`src/rtl/spr_ram.sv`:
```
// Generic simple dual-port RAM: one write port, one registered read port.
// No dependencies.
module spr_ram #(
  parameter int WIDTH = 8,
  parameter int DEPTH = 256
) (
  input  logic                     clk,
  input  logic                     we,
  input  logic [$clog2(DEPTH)-1:0] waddr,
  input  logic [WIDTH-1:0]         wdata,
  input  logic [$clog2(DEPTH)-1:0] raddr,
  output logic [WIDTH-1:0]         rdata
);

  logic [WIDTH-1:0] mem [DEPTH];

  always_ff @(posedge clk) begin
    if (we) begin
      mem[waddr] <= wdata;
    end
    rdata <= mem[raddr];
  end

endmodule

```
`config.mk`:
```
export PLATFORM = sky130hd
export DESIGN_NAME = spr_ram
export DESIGN_NICKNAME = d
export VERILOG_FILES = /design/src/rtl/spr_ram.sv
export SDC_FILE = /design/constraint.sdc
export NUM_CORES = 2
export LEC_CHECK = 0
export CORE_AREA = 2 2 424 426
export DETAILED_ROUTE_END_ITERATION = 8
export DIE_AREA = 0 0 426 428
export DONT_BUFFER_PORTS = 1
export GPL_TIMING_DRIVEN = 0
export PLACE_DENSITY_LB_ADDON = 0.08
export SLEW_MARGIN = 20
export SYNTH_ARGS = -nofsm -noshare
export SYNTH_HDL_FRONTEND = slang
export SYNTH_SLANG_ARGS = --single-unit
```
`constraint.sdc`:
```
create_clock -name clk -period 5.8 [get_ports clk]
set_input_delay 0.58 -clock clk [delete_from_list [all_inputs] [get_ports clk]]
set_output_delay 0.58 -clock clk [all_outputs]
set_load 0.01 [all_outputs]
```
==> flow_metrics.py <==
metrics = {
    "power": {
        "power_mw": 31.6,
        "leakage_nw": 27.8,
        "irDropWorstVdd_mv": 0.330,
        "powerDensity_nw_per_um2": 350,
    },
    "logic_synthesis": {
        "synth.avg_cell_area_um2": 21.3,
        "netlist_top_cells_count": "edfxtp_1 (2048), mux4_2 (454), nor2_1 (282), mux2i_1 (134), a22oi_1 (133)",
        "synthFlopType": "edfxtp_1",
        "synth_edf_count": 2048,
        "yosysUniqueCellTypes": 55,
        "yosysSeqAreaShare": 0.775,
        "ys_warn_count": 0,
        "netlist_instances": 3733,
        "yosys_register_bits": 2056,
        "synth_fp_nets": 3759,
        "syn_area_um2": 79600,
        "ys_async_sr_fraction": 0,
        "synth.area.top_cells": "edfxtp_1 (77%), mux4_2 (13%), mux2i_1 (1.7%)",
        "synth_most_common_cell": "edfxtp_1",
        "yosysTopAreaCellShare": 0.773,
        "synth_area_leader_cell": "edfxtp_1",
    },
    "critical_path": {
        "required_ps": 6450,
        "rr_endpoint": "rdata[5]$_DFF_P_",
        "worstPathArrival_ps": 5160,
        "reg2reg_slack_ps": 1910,
        "worst-setup-path-type": "in2reg",
        "cp_max_fo": 10,
        "cpPeakStageDelay_ps": 1050,
        "critPathSlowestCell": "a221oi_1",
        "r2r_cells": 6,
        "worstPathCellList": "buf_2, buf_4, buf_4, clkbuf_1, mux4_2, a221oi_1, o32ai_1, nor3_1, nor4_1",
        "worstReg2RegStart": "mem[82][5]$_DFFE_PP_",
        "startpoint_type": "primary input",
        "critPathMostFrequentCell": "buf_4",
        "crit_path_end_kind": "flip-flop",
    },
    "detailed_routing": {
        "viasPerCell": 6.31,
        "wl_met1_um": 106000,
        "routed_wl_um": 259000,
        "firstDrtPassIters": 8,
        "wl_per_cell_um": 39.7,
        "antenna_left": 0,
        "route.met3.wl_um": 24900,
        "dr.first_iter.drc_count": 6497,
        "num_vias": 41200,
        "remaining_drc_errors": 0,
        "top_layer": "met5",
        "wl_met2_um": 118000,
    },
    "cells_and_area": {
        "drive_gt1_frac": 0.232,
        "syn_to_final_growth_pct": 13.6,
        "fin_cells": 6536,
        "nNetsFinal": 4013,
    },
    "placed_design": {
        "place_ws_ps": 474,
        "gpl.final_weighted_congestion": 0.913,
        "io_buffers": 0,
        "dp_cells": 6110,
        "dp_hpwl_um": 168000,
    },
    "sta": {
        "setup_ws_ps": 1290,
        "rsz0062_at_grt": "no",
        "setup_violations": 0,
        "report.final.hold_viol_count": 0,
        "period_share": 0.778,
        "hold-worst-slack_ps": 94.0,
        "relSlewSlack": 0.162,
        "period_minus_slack_ps": 4510,
        "slew_viol_final": 0,
        "fmaxAchievable_mhz": 222,
        "clock_skew_ps": 26.9,
        "worst_pin_slew_ps": 1260,
    },
    "grt": {
        "grt_antenna_before_repair": 27,
        "grtUsageTotal": 0.285,
        "grt_pass1_vias": 40100,
        "overflow": 0,
        "grt_max_degree": 257,
        "grt_pass1_wl_um": 347000,
    },
    "die": {
        "fp-row-count": 155,
        "die_x_um": 426,
        "dieArea_um2": 182000,
        "io_pins": 34,
        "core-area_um2": 178000,
        "fp.dieH_um": 428,
        "start_util": 0.448,
    },
    "hold_path": {
        "min_path_type": "in2reg",
        "whs_path_depth": 1,
        "min_to": "mem[122][2]$_DFFE_PP_",
        "hold_path.startpoint": "wdata[2]",
    },
    "run_status": {
        "status": "complete, no violations",
    },
    "clock_tree": {
        "cts_tree": "built",
        "cts_root_buf": "clkbuf_16",
        "postCtsSetupBuffers": 0,
        "worstSkewPairLatency_ps": 880,
        "htreeDepth": 4,
        "cts_sinks": 2056,
        "ctsResizeCount": 0,
        "cts_buffer_depth": 3,
        "cts_buffers": 211,
        "path_clk_slew_ps": 60,
    },
    "job": {
        "maxCapViolations": 0,
    },
}
[state kept, by name, summed over array words and instances (netlist names)]
name   cells
mem     2048
rdata      8
[layout make-up]
| cell class | instances | area [um^2] |
|---|---|---|
| inverter | 2 | 7.51 |
| tap | 2355 | 2950 |
| fill | 14300 | 87300 |
| buffer | 233 | 1500 |
| clock buffer | 264 | 5520 |
| antenna | 11 | 27.5 |
| timing repair buffer | 41 | 991 |
| multi-input combinational | 1442 | 16600 |
| clock inverter | 132 | 1160 |
| sequential | 2056 | 61700 |
[how the worst max path moves through the flow]
stage | from | endpoint | slack, ps | cells past startpoint
6_report | raddr[1] | rdata[5]$_DFF_P_ | 1290 | 9
5_1_grt | raddr[1] | rdata[5]$_DFF_P_ | 1460 | 9
4_1_cts | raddr[1] | rdata[4]$_DFF_P_ | 1400 | 9
3_5_place_dp | raddr[1] | rdata[4]$_DFF_P_ | 470 | 9
3_3_place_gp | raddr[1] | rdata[1]$_DFF_P_ | -130 | 9
2_1_floorplan | raddr[0] | rdata[2]$_DFF_P_ | 3280 | 9
[worst max-delay path: cells and delay by family]
kind / cells / cell delay, ps
buffers and inverters: 4 / 1510
AO/OA/AOI/OAI: 2 / 1480
AND/OR/NAND/NOR: 2 / 1160
multiplexers: 1 / 410
[stage by stage]
stage	cell area [um^2]	setup TNS (ps)	utilization
2_1_floorplan	79600	0	-
3_3_place_gp	82500	-399	0.464
3_5_place_dp	83200	0	0.468
4_1_cts	90200	0	0.508
5_1_grt	90300	0	0.509
6_report	90400	0	0.509
[timing repair]
action | 4_1_cts | 5_1_grt
hold buffers | 14 | 0
endpoints found under the setup margin | 0 | 0
hold endpoints to repair | 1755 | 0
[per-layer routing]
layer / vias up / GRT usage
met3: 442 / 0.0671
met2: 2251 / 0.425
met1: 22300 / 0.408
met4: 6 / 0.108
met5: - / 0
li1: 16300 / -
[where the power goes]
group / internal, mW / total [mW] / leakage (nW) / switching, mW
registers: 16.4 / 16.4 / 18.5 / 0.0173
clock network: 7.54 / 13.4 / 3.26 / 5.83
logic: 0.542 / 1.82 / 6.10 / 1.28
[cell usage in the layout (no fill, tap or decap), types with 34 or more instances in the layout]
cell,instances
edfxtp_1,2048
mux4_2,454
nor2_1,277
clkbuf_16,213
mux2i_1,134
a22oi_1,133
clkbuf_1,128
a21oi_1,96
clkinv_1,51
o221ai_1,46
clkinv_2,42
buf_2,40
clkbuf_2,34
nand3_1,34
[cells by family (layout without fill, tap and decap cells)]
family | Yosys count | after routing | share of synthesized area
flip-flops | 2056 | 2056 | 0.775
other | 0 | 11 | 0
AND/OR/NAND/NOR | 466 | 466 | 0.0263
buffers and inverters | 235 | 672 | 0.0183
multiplexers | 591 | 591 | 0.146
AO/OA/AOI/OAI | 385 | 385 | 0.0342
Note: power is estimated with default switching activity, not from simulation.
